## src/hw/rtl/assert_macros.svh

```systemverilog
// ---------------------------------------------------------------------------
// Assertion macros
// Shared concurrent assertion forms, clocked and disabled in reset.
// ---------------------------------------------------------------------------
`ifndef ASSERT_MACROS_SVH
`define ASSERT_MACROS_SVH

// Property holds on every clock edge out of reset.
`define ASSERT_CHECK(name, clk, rst_n, prop, msg) \
    name: assert property (@(posedge clk) disable iff (!rst_n) (prop)) else $error(msg);

// Antecedent on one edge implies consequent on the next edge.
`define ASSERT_NEXT(name, clk, rst_n, ante, cons, msg) \
    name: assert property (@(posedge clk) disable iff (!rst_n) (ante) |=> (cons)) \
        else $error(msg);

`endif

```

## src/hw/rtl/bdc_pkg.sv

```systemverilog
// ---------------------------------------------------------------------------
// bdc_pkg
// Types, character codes and color table for the bracket depth classifier.
// ---------------------------------------------------------------------------
`timescale 1ns / 1ps
`default_nettype none

package bdc_pkg;

    localparam int POS_BITS    = 20;   // width of the character counter
    localparam int COLOR_BASE  = 0;
    localparam int COLOR_LIMIT = 16;
    localparam int QUEUE_DEPTH = 4;
    localparam int QUEUE_AW    = (QUEUE_DEPTH > 1) ? $clog2(QUEUE_DEPTH) : 1;
    localparam int QUEUE_CW    = $clog2(QUEUE_DEPTH + 1);

    localparam logic [7:0] CH_LPAREN = 8'h28;
    localparam logic [7:0] CH_RPAREN = 8'h29;
    localparam logic [7:0] CH_LSQUARE = 8'h5B;
    localparam logic [7:0] CH_RSQUARE = 8'h5D;
    localparam logic [7:0] CH_LCURLY = 8'h7B;
    localparam logic [7:0] CH_RCURLY = 8'h7D;

    localparam logic [1:0] KIND_ROUND  = 2'd0;
    localparam logic [1:0] KIND_SQUARE = 2'd1;
    localparam logic [1:0] KIND_CURLY  = 2'd2;

    localparam logic [7:0] DEPTH_MAX = 8'hFF;

    typedef logic [255:0][7:0] color_table_t;

    function automatic color_table_t build_color_table();
        color_table_t t;
        for (int i = 0; i < 256; i++)
        begin
            t[i] = 8'((COLOR_BASE + i) % COLOR_LIMIT);
        end
        return t;
    endfunction

    localparam color_table_t COLOR_TABLE = build_color_table();

    // One queued command: the per-character result plus the unclosed-kind tail
    typedef struct packed {
        logic [19:0]       position;
        logic              is_bracket;
        logic [1:0]        bracket_kind;
        logic              is_open;
        logic signed [8:0] nest_depth;
        logic              is_valid;
        logic [7:0]        color_index;
        logic [2:0]        tail_mask;   // bit per kind still open at end of text
        logic [2:0][19:0]  tail_pos;    // first offset of each kind
    } cmd_t;

    typedef struct packed {
        logic              record_kind;
        logic [19:0]       position;
        logic              is_bracket;
        logic [1:0]        bracket_kind;
        logic              is_open;
        logic signed [8:0] nest_depth;
        logic              is_valid;
        logic [7:0]        color_index;
        logic              run_end;
    } result_t;

    typedef enum logic [1:0] {
        PH_CHAR = 2'b01,
        PH_TAIL = 2'b10
    } phase_t;

endpackage

`default_nettype wire

```

## src/hw/rtl/bdc_front.sv

```systemverilog
// ---------------------------------------------------------------------------
// bdc_front
// Classifies each byte, tracks per-kind depth and builds queue commands.
// ---------------------------------------------------------------------------
`timescale 1ns / 1ps
`default_nettype none
`include "assert_macros.svh"

module bdc_front (
    input  wire logic          clk,
    input  wire logic          rst_n,
    input  wire logic          in_valid,
    output logic               in_ready,
    input  wire logic [7:0]    in_byte,
    input  wire logic          in_last,
    input  wire logic          queue_full,
    output logic               push,
    output bdc_pkg::cmd_t      push_data
);

    logic [7:0]                   depth_reg [3];
    logic [7:0]                   depth_next [3];
    logic [2:0][19:0]             first_reg;
    logic [2:0][19:0]             first_next;
    logic [2:0]                   seen_reg;
    logic [2:0]                   seen_next;
    logic [bdc_pkg::POS_BITS-1:0] count_reg;
    logic [bdc_pkg::POS_BITS-1:0] count_next;

    logic              is_br;
    logic              is_op;
    logic [1:0]        kind;
    logic [7:0]        d_cur;
    logic signed [8:0] rep;
    logic              valid;
    logic [19:0]       pos;
    logic [2:0]        mask;

    assign in_ready = !queue_full;
    assign push     = in_valid && !queue_full;
    assign pos      = 20'(count_reg);

    always_comb
    begin
        is_br = 1'b1;
        is_op = 1'b0;
        kind  = bdc_pkg::KIND_ROUND;
        case (in_byte)
            bdc_pkg::CH_LPAREN:  begin kind = bdc_pkg::KIND_ROUND;  is_op = 1'b1; end
            bdc_pkg::CH_RPAREN:  begin kind = bdc_pkg::KIND_ROUND;  end
            bdc_pkg::CH_LSQUARE: begin kind = bdc_pkg::KIND_SQUARE; is_op = 1'b1; end
            bdc_pkg::CH_RSQUARE: begin kind = bdc_pkg::KIND_SQUARE; end
            bdc_pkg::CH_LCURLY:  begin kind = bdc_pkg::KIND_CURLY;  is_op = 1'b1; end
            bdc_pkg::CH_RCURLY:  begin kind = bdc_pkg::KIND_CURLY;  end
            default:             begin is_br = 1'b0; end
        endcase
    end

    always_comb
    begin
        depth_next = depth_reg;
        first_next = first_reg;
        seen_next  = seen_reg;
        d_cur      = depth_reg[kind];
        rep        = '0;
        valid      = 1'b1;

        if (is_br)
        begin
            if (!seen_reg[kind])
            begin
                seen_next[kind]  = 1'b1;
                first_next[kind] = pos;
            end
            if (is_op)
            begin
                rep = signed'({1'b0, d_cur});
                if (d_cur != bdc_pkg::DEPTH_MAX)
                begin
                    depth_next[kind] = d_cur + 8'd1;
                end
            end
            else if (d_cur == 8'd0)
            begin
                rep   = -9'sd1;
                valid = 1'b0;
            end
            else
            begin
                depth_next[kind] = d_cur - 8'd1;
                rep              = signed'({1'b0, d_cur - 8'd1});
            end
        end

        for (int k = 0; k < 3; k++)
        begin
            mask[k] = in_last && (depth_next[k] != 8'd0);
        end

        push_data.position     = pos;
        push_data.is_bracket   = is_br;
        push_data.bracket_kind = is_br ? kind : bdc_pkg::KIND_ROUND;
        push_data.is_open      = is_br && is_op;
        push_data.nest_depth   = rep;
        push_data.is_valid     = valid;
        push_data.color_index  = (is_br && valid) ? bdc_pkg::COLOR_TABLE[rep[7:0]] : 8'd0;
        push_data.tail_mask    = mask;
        push_data.tail_pos     = first_next;

        count_next = count_reg + 1'b1;
    end

    always_ff @(posedge clk or negedge rst_n)
    begin
        if (!rst_n)
        begin
            for (int k = 0; k < 3; k++)
            begin
                depth_reg[k] <= '0;
            end
            first_reg <= '0;
            seen_reg  <= '0;
            count_reg <= '0;
        end
        else if (push)
        begin
            if (in_last)
            begin
                for (int k = 0; k < 3; k++)
                begin
                    depth_reg[k] <= '0;
                end
                first_reg <= '0;
                seen_reg  <= '0;
                count_reg <= '0;
            end
            else
            begin
                depth_reg <= depth_next;
                first_reg <= first_next;
                seen_reg  <= seen_next;
                count_reg <= count_next;
            end
        end
    end

    `ASSERT_NEXT(a_text_end_clears, clk, rst_n, push && in_last, (count_reg == '0) && (seen_reg == '0), "state not cleared after end of text")

endmodule

`default_nettype wire

```

## src/hw/rtl/bdc_queue.sv

```systemverilog
// ---------------------------------------------------------------------------
// bdc_queue
// Short command queue between the classifier and the result sequencer.
// ---------------------------------------------------------------------------
`timescale 1ns / 1ps
`default_nettype none
`include "assert_macros.svh"

module bdc_queue (
    input  wire logic          clk,
    input  wire logic          rst_n,
    input  wire logic          push,
    input  wire bdc_pkg::cmd_t push_data,
    output logic               full,
    input  wire logic          pop,
    output bdc_pkg::cmd_t      pop_data,
    output logic               empty
);

    bdc_pkg::cmd_t                 slot_reg [bdc_pkg::QUEUE_DEPTH];
    logic [bdc_pkg::QUEUE_AW-1:0]  wr_reg;
    logic [bdc_pkg::QUEUE_AW-1:0]  wr_next;
    logic [bdc_pkg::QUEUE_AW-1:0]  rd_reg;
    logic [bdc_pkg::QUEUE_AW-1:0]  rd_next;
    logic [bdc_pkg::QUEUE_CW-1:0]  count_reg;
    logic [bdc_pkg::QUEUE_CW-1:0]  count_next;

    localparam logic [bdc_pkg::QUEUE_AW-1:0] LAST_SLOT = bdc_pkg::QUEUE_AW'(bdc_pkg::QUEUE_DEPTH - 1);
    localparam logic [bdc_pkg::QUEUE_CW-1:0] FULL_COUNT = bdc_pkg::QUEUE_CW'(bdc_pkg::QUEUE_DEPTH);

    assign full     = (count_reg == FULL_COUNT);
    assign empty    = (count_reg == '0);
    assign pop_data = slot_reg[rd_reg];

    always_comb
    begin
        wr_next    = (wr_reg == LAST_SLOT) ? '0 : wr_reg + 1'b1;
        rd_next    = (rd_reg == LAST_SLOT) ? '0 : rd_reg + 1'b1;
        count_next = count_reg;
        if (push && !pop)
        begin
            count_next = count_reg + 1'b1;
        end
        else if (pop && !push)
        begin
            count_next = count_reg - 1'b1;
        end
    end

    always_ff @(posedge clk)
    begin
        if (push)
        begin
            slot_reg[wr_reg] <= push_data;
        end
    end

    always_ff @(posedge clk or negedge rst_n)
    begin
        if (!rst_n)
        begin
            wr_reg    <= '0;
            rd_reg    <= '0;
            count_reg <= '0;
        end
        else
        begin
            if (push)
            begin
                wr_reg <= wr_next;
            end
            if (pop)
            begin
                rd_reg <= rd_next;
            end
            count_reg <= count_next;
        end
    end

    `ASSERT_CHECK(a_count_bound, clk, rst_n, count_reg <= FULL_COUNT, "queue count beyond depth")

endmodule

`default_nettype wire

```

## src/hw/rtl/bdc_back.sv

```systemverilog
// ---------------------------------------------------------------------------
// bdc_back
// Expands queued commands into result transactions into the output register.
// ---------------------------------------------------------------------------
`timescale 1ns / 1ps
`default_nettype none
`include "assert_macros.svh"

module bdc_back (
    input  wire logic          clk,
    input  wire logic          rst_n,
    input  wire bdc_pkg::cmd_t head,
    input  wire logic          empty,
    output logic               pop,
    output logic               out_valid,
    input  wire logic          out_ready,
    output bdc_pkg::result_t   out_data
);

    bdc_pkg::phase_t  phase_reg;
    bdc_pkg::phase_t  phase_next;
    logic [2:0]       rem_reg;
    logic [2:0]       rem_next;
    logic             out_valid_reg;
    logic             out_valid_next;
    bdc_pkg::result_t out_data_reg;
    bdc_pkg::result_t out_data_next;

    logic       can_load;
    logic [1:0] pick_kind;
    logic [2:0] pick_mask;
    logic [2:0] rem_left;

    assign out_valid = out_valid_reg;
    assign out_data  = out_data_reg;
    assign can_load  = !out_valid_reg || out_ready;

    // tail order: curly, round, square
    always_comb
    begin
        if (rem_reg[bdc_pkg::KIND_CURLY])
        begin
            pick_kind = bdc_pkg::KIND_CURLY;
            pick_mask = 3'b100;
        end
        else if (rem_reg[bdc_pkg::KIND_ROUND])
        begin
            pick_kind = bdc_pkg::KIND_ROUND;
            pick_mask = 3'b001;
        end
        else
        begin
            pick_kind = bdc_pkg::KIND_SQUARE;
            pick_mask = 3'b010;
        end
        rem_left = rem_reg & ~pick_mask;
    end

    always_comb
    begin
        pop            = 1'b0;
        phase_next     = phase_reg;
        rem_next       = rem_reg;
        out_valid_next = out_valid_reg && !out_ready;
        out_data_next  = out_data_reg;

        if (can_load && !empty)
        begin
            out_valid_next = 1'b1;
            case (phase_reg)
                bdc_pkg::PH_CHAR:
                begin
                    out_data_next.record_kind  = 1'b0;
                    out_data_next.position     = head.position;
                    out_data_next.is_bracket   = head.is_bracket;
                    out_data_next.bracket_kind = head.bracket_kind;
                    out_data_next.is_open      = head.is_open;
                    out_data_next.nest_depth   = head.nest_depth;
                    out_data_next.is_valid     = head.is_valid;
                    out_data_next.color_index  = head.color_index;
                    out_data_next.run_end      = (head.tail_mask == 3'b000);
                    if (head.tail_mask == 3'b000)
                    begin
                        pop = 1'b1;
                    end
                    else
                    begin
                        phase_next = bdc_pkg::PH_TAIL;
                        rem_next   = head.tail_mask;
                    end
                end
                bdc_pkg::PH_TAIL:
                begin
                    out_data_next.record_kind  = 1'b1;
                    out_data_next.position     = head.tail_pos[pick_kind];
                    out_data_next.is_bracket   = 1'b1;
                    out_data_next.bracket_kind = pick_kind;
                    out_data_next.is_open      = 1'b0;
                    out_data_next.nest_depth   = '0;
                    out_data_next.is_valid     = 1'b0;
                    out_data_next.color_index  = 8'd0;
                    out_data_next.run_end      = (rem_left == 3'b000);
                    rem_next                   = rem_left;
                    if (rem_left == 3'b000)
                    begin
                        pop        = 1'b1;
                        phase_next = bdc_pkg::PH_CHAR;
                    end
                end
                default:
                begin
                    out_valid_next = out_valid_reg && !out_ready;
                    phase_next     = bdc_pkg::PH_CHAR;
                    rem_next       = 3'b000;
                end
            endcase
        end
    end

    always_ff @(posedge clk or negedge rst_n)
    begin
        if (!rst_n)
        begin
            phase_reg     <= bdc_pkg::PH_CHAR;
            rem_reg       <= 3'b000;
            out_valid_reg <= 1'b0;
        end
        else
        begin
            phase_reg     <= phase_next;
            rem_reg       <= rem_next;
            out_valid_reg <= out_valid_next;
        end
    end

    always_ff @(posedge clk)
    begin
        out_data_reg <= out_data_next;
    end

    `ASSERT_CHECK(a_tail_has_work, clk, rst_n, (phase_reg != bdc_pkg::PH_TAIL) || (rem_reg != 3'b000), "tail phase with no kinds left")
    `ASSERT_CHECK(a_pop_nonempty, clk, rst_n, !pop || !empty, "pop from empty queue")

endmodule

`default_nettype wire

```

## src/hw/rtl/bracket_depth_classifier.sv

```systemverilog
// Bracket depth classifier: one text byte in per transaction on the slave
// stream (tdata = character, tlast = last character of the text), one or
// more result transactions out on the master stream. Each character gives
// one result (tuser = 0) with its offset, bracket kind, open/close flag,
// nesting depth, validity and color index. The last character is followed
// by one late mark (tuser = 1) per bracket kind left open, curly first,
// then round, then square; master tlast flags the last result of a byte.
// Throughput: one byte per cycle while the queue has room; a final byte
// gives one to four results, which the sequencer sends one at a time.
// The classifier and the sequencer are separated by a four-entry command
// queue, and the result sits in an output register, so input keeps flowing
// while a result waits. When the receiver stalls, the output register
// holds, the queue fills, and s_axis_tready drops once the queue is full.
// Reset (rst_n low) clears depths, first-offsets, the character counter,
// the queue and the output valid; the next byte starts a fresh text.
// ---------------------------------------------------------------------------
// bracket_depth_classifier
// Top level: stream ports, classifier, command queue and result sequencer.
// ---------------------------------------------------------------------------
`timescale 1ns / 1ps
`default_nettype none

module bracket_depth_classifier (
    input  wire logic        clk,
    input  wire logic        rst_n,
    input  wire logic        s_axis_tvalid,
    output logic             s_axis_tready,
    input  wire logic [7:0]  s_axis_tdata,   // [7:0] text_byte
    input  wire logic        s_axis_tlast,   // final_byte
    output logic             m_axis_tvalid,
    input  wire logic        m_axis_tready,
    // [19:0] position, [20] is_bracket, [22:21] bracket_kind, [23] is_open,
    // [32:24] nest_depth, [33] is_valid, [41:34] color_index, [47:42] zero
    output logic [47:0]      m_axis_tdata,
    output logic             m_axis_tuser,   // record_kind
    output logic             m_axis_tlast    // run_end
);

    // classifier to queue
    logic          push;
    bdc_pkg::cmd_t push_data;
    logic          queue_full;

    // queue to sequencer
    logic          pop;
    bdc_pkg::cmd_t head;
    logic          queue_empty;

    bdc_pkg::result_t res;

    bdc_front u_front (
        .clk        (clk),
        .rst_n      (rst_n),
        .in_valid   (s_axis_tvalid),
        .in_ready   (s_axis_tready),
        .in_byte    (s_axis_tdata),
        .in_last    (s_axis_tlast),
        .queue_full (queue_full),
        .push       (push),
        .push_data  (push_data)
    );

    bdc_queue u_queue (
        .clk       (clk),
        .rst_n     (rst_n),
        .push      (push),
        .push_data (push_data),
        .full      (queue_full),
        .pop       (pop),
        .pop_data  (head),
        .empty     (queue_empty)
    );

    bdc_back u_back (
        .clk       (clk),
        .rst_n     (rst_n),
        .head      (head),
        .empty     (queue_empty),
        .pop       (pop),
        .out_valid (m_axis_tvalid),
        .out_ready (m_axis_tready),
        .out_data  (res)
    );

    // pack result fields, position in the lowest bits
    assign m_axis_tdata = {6'd0,
                           res.color_index,
                           res.is_valid,
                           res.nest_depth,
                           res.is_open,
                           res.bracket_kind,
                           res.is_bracket,
                           res.position};
    assign m_axis_tuser = res.record_kind;
    assign m_axis_tlast = res.run_end;

endmodule

`default_nettype wire

```

## config.mk

```make
export PLATFORM = sky130hd
export DESIGN_NAME = bracket_depth_classifier
export DESIGN_NICKNAME = d
export VERILOG_FILES = /design/src/hw/rtl/bdc_pkg.sv /design/src/hw/rtl/bdc_front.sv /design/src/hw/rtl/bdc_queue.sv /design/src/hw/rtl/bdc_back.sv /design/src/hw/rtl/bracket_depth_classifier.sv
export VERILOG_INCLUDE_DIRS = /design/src /design/src/hw/rtl
export SDC_FILE = /design/constraint.sdc
export NUM_CORES = 1
export LEC_CHECK = 0
export BUFFER_PORTS_ARGS = -buffer_cell sky130_fd_sc_hd__buf_4
export CORE_UTILIZATION = 41
export CTS_BUF_LIST = sky130_fd_sc_hd__clkbuf_16
export DETAILED_ROUTE_END_ITERATION = 8
export GPL_TIMING_DRIVEN = 0
export PLACE_DENSITY = 0.67
export SYNTH_ARGS = -nofsm -noshare
export SYNTH_HDL_FRONTEND = slang
export SYNTH_SLANG_ARGS = --single-unit
```

## constraint.sdc

```tcl
create_clock -name clk -period 5.3 [get_ports clk]
set_clock_uncertainty 0.2 [all_clocks]
set_input_delay 1.06 -clock clk [delete_from_list [all_inputs] [get_ports clk]]
set_output_delay 1.06 -clock clk [all_outputs]
set_load 0.005 [all_outputs]
```

==> results.py <==
metrics = {
    "run_status": {
        "status": "complete, no violations",
    },
    "detailed_routing": {
        "dr.max_layer_used": "met5",
        "ant_nets": 0,
        "wl_met1_mm": 24.44,
        "wl_met2_mm": 28.11,
        "first_iter_violations": 1301,
        "drc_errors": 0,
        "via_per_inst": 5.667,
        "wire_per_inst_um": 24.15,
        "wl_mm": 57.31,
        "firstDrtPassIters": 5,
        "met3_length_mm": 3.579,
        "vias": 13450,
    },
    "layout": {
        "fin_util": 0.4754,
        "final_nets": 1587,
        "drive_gt1_frac": 0.2357,
        "insertedDiodeCount": 0,
        "fill_cells": 4843,
        "finalNonFillerCells": 2373,
        "area_growth_pct": 14.66,
        "seqCellArea_sq_um": 16340,
        "multiInputGateArea_sq_um": 7134,
        "largest_reg_flops": 404,
    },
    "die": {
        "coreArea_sq_um": 57590,
        "die_x_um": 243.3,
        "die_area_sq_um": 59200,
        "initial_core_util": 0.4146,
        "pin_count": 65,
        "dieHeight_um": 243.3,
        "rows": 88,
    },
    "yosys": {
        "synth-edff-count": 444,
        "synthTopCellsByArea": "edfxtp_1 (56%), dfrtp_1 (12%), mux4_2 (9.5%)",
        "avgSynthCellArea_sq_um": 16.61,
        "ys_seq_area_frac": 0.6843,
        "synth.top_cell.area_share": 0.5584,
        "synth_seq_cells": 564,
        "ys_types": 79,
        "yosys_warnings": 0,
        "synthFlopType": "edfxtp_1",
        "yosysTopAreaCell": "edfxtp_1",
        "synth_area_sq_um": 23880,
        "synth-async-reset-ratio": 0.2128,
        "synthCells": 1437,
    },
    "timing": {
        "setup_viol": 0,
        "maxSlewHeadroom": 0.1673,
        "hold_violations": 0,
        "period_needed_ps": 5080,
        "fin_ws_ps": 220.2,
        "worst_slew_pin_slew_ps": 1249,
        "finalMaxSlewViolations": 0,
        "fin_crit_sh": 0.9585,
        "finalSetupTns_ps": 0,
        "fmax_ghz": 0.1969,
        "rsz0062_at_grt": "no",
    },
    "job": {
        "maxCapViolCount": 0,
    },
    "clocking": {
        "root_buffer": "clkbuf_16",
        "hold_buffers": 0,
        "clockBufferDepth": 3,
        "clkTransAtPathRegs_ps": 60,
        "cts_sinks": 564,
        "cts_buffers": 54,
        "h-tree-depth": 2,
        "insertion_delay_ps": 610,
        "cts_tree": "built",
    },
    "hold_path": {
        "hold_class": "in2async",
    },
    "power": {
        "power_density_nw_per_um2": 497.8,
        "power.ir.vdd_worst_v": 0.0002986,
        "total_power_uw": 13630,
        "p_leak_uw": 0.009816,
    },
    "place": {
        "place_hpwl_mm": 36.83,
        "place_inst": 2272,
        "dp_slack_ps": -678.2,
        "place_congestion": 0.8635,
        "io_buffers": 52,
    },
    "grt": {
        "grt_max_degree": 87,
        "first_global_vias": 13700,
        "grt_overflow": 0,
        "grt_usage": 0.1962,
        "antenna_found_initial": 2,
        "grt_pass1_wl_mm": 87.03,
    },
    "setup_path": {
        "cp-end-kind": "flop",
        "crit_type": "in2reg",
        "cp_max_fo": 10,
        "cp.arrival_ps": 5190,
        "startpoint_type": "primary input",
        "cp.required_ps": 5410,
    },
}
[worst max-delay path: stages]
cell and delay (ps):
buf_4 80, buf_2 180, buf_2 250, buf_4 250
mux2i_1 120, o21ai_0 320, inv_1 90, ha_1 320
o21ai_0 260, mux2i_4 260, nand3_1 350, nand2_2 220
a221o_1 450, or4_1 530, o41a_1 410
[cells in the mapped netlist (11+ instances only)]
cell type / count
nor2_1: 50
and2_1: 22
nand2_1: 79
mux4_2: 101
a21oi_1: 30
buf_1: 17
ha_1: 11
inv_1: 18
mux2_2: 92
clkbuf_1: 56
xnor2_1: 12
and3_1: 13
mux2i_1: 32
dfrtp_1: 119
o21ai_0: 62
nor3_1: 18
xor2_1: 13
a22o_1: 75
edfxtp_1: 444
nand3_1: 19
[through the flow]
| step | hold WS, ps | instance area [sq um] |
|---|---|---|
| after detailed placement | 286.9 | 25540 |
| final | 170.6 | 27380 |
| after global routing | 181.8 | 27380 |
| after floorplan | 258.0 | 23910 |
| after global placement | 273.3 | 25260 |
| after CTS | 167.1 | 27350 |
[path summary, 6_finish.rpt]
kind / slack, ps / end / cells after the start / from
worst min register to register: 290 / u_back.phase_reg[0]$_DFFE_PN1P_ / 2 / u_back.phase_reg[0]$_DFFE_PN1P_
worst max register to register: 910 / u_queue.slot_reg[3][62]$_DFFE_PP_ / 11 / u_front.depth_reg[1]$_DFFE_PN0P_
worst max-delay path: 220 / u_queue.slot_reg[3][62]$_DFFE_PP_ / 15 / s_axis_tdata[5]
worst min-delay path: 170 / u_front.first_reg[36]$_DFFE_PN0P_ / 1 / rst_n
max in group asynchronous: 3930 / u_front.depth_reg[23]$_DFFE_PN0P_ / 2 / rst_n
min in group clk: 290 / u_back.phase_reg[0]$_DFFE_PN1P_ / 2 / u_back.phase_reg[0]$_DFFE_PN1P_
[cell usage in the layout, fill, tap and decap left out, types with 30 or more instances in the layout]
| master | count |
|---|---|
| a21oi_1 | 30 |
| o21ai_0 | 62 |
| a22o_1 | 75 |
| mux4_2 | 101 |
| nand2_1 | 79 |
| buf_4 | 62 |
| edfxtp_1 | 444 |
| mux2_2 | 92 |
| clkbuf_16 | 55 |
| clkbuf_1 | 54 |
| nor2_1 | 49 |
| dfrtp_1 | 119 |
| mux2i_1 | 32 |
[where the power goes]
group          total, uW  leakage (uW)  internal, uW  switching, uW
Combinational       3650       0.00305          1580           2070
Sequential          6050       0.00585          5800            250
Clock               3920      0.000923          2270           1650
Total              13600       0.00982          9650           3980
[what timing repair did]
action                     CTS  global route
setup buffers                0             0
resized for setup            1             9
setup endpoints to repair    4             8
[kinds of logic after synthesis]
logic type	synth area share
DFF	0.6843
adders and majority gates	0.007022
buffers and inverters	0.02101
muxes	0.1545
xor gates and xnor gates	0.009852
AOI/OAI and AO/OA	0.07054
other	0.0001571
and+or+nand+nor	0.05267
[layer usage]
metal	track usage	vias up
li1	-	5928
met1	0.2730	7019
met2	0.3234	406
met3	0.03095	90
met4	0.04754	4
met5	0	-
[final cells by class]
type | count | share of cell area
Clock buffer | 55 | 0.05027
Timing Repair Buffer | 61 | 0.02345
Tap cell | 765 | 0.03496
Clock inverter | 47 | 0.01563
Inverter | 20 | 0.002742
Buffer | 93 | 0.01558
Multi-Input combinational cell | 768 | 0.2606
Sequential cell | 564 | 0.5968
(Power assumes the default switching activity.)
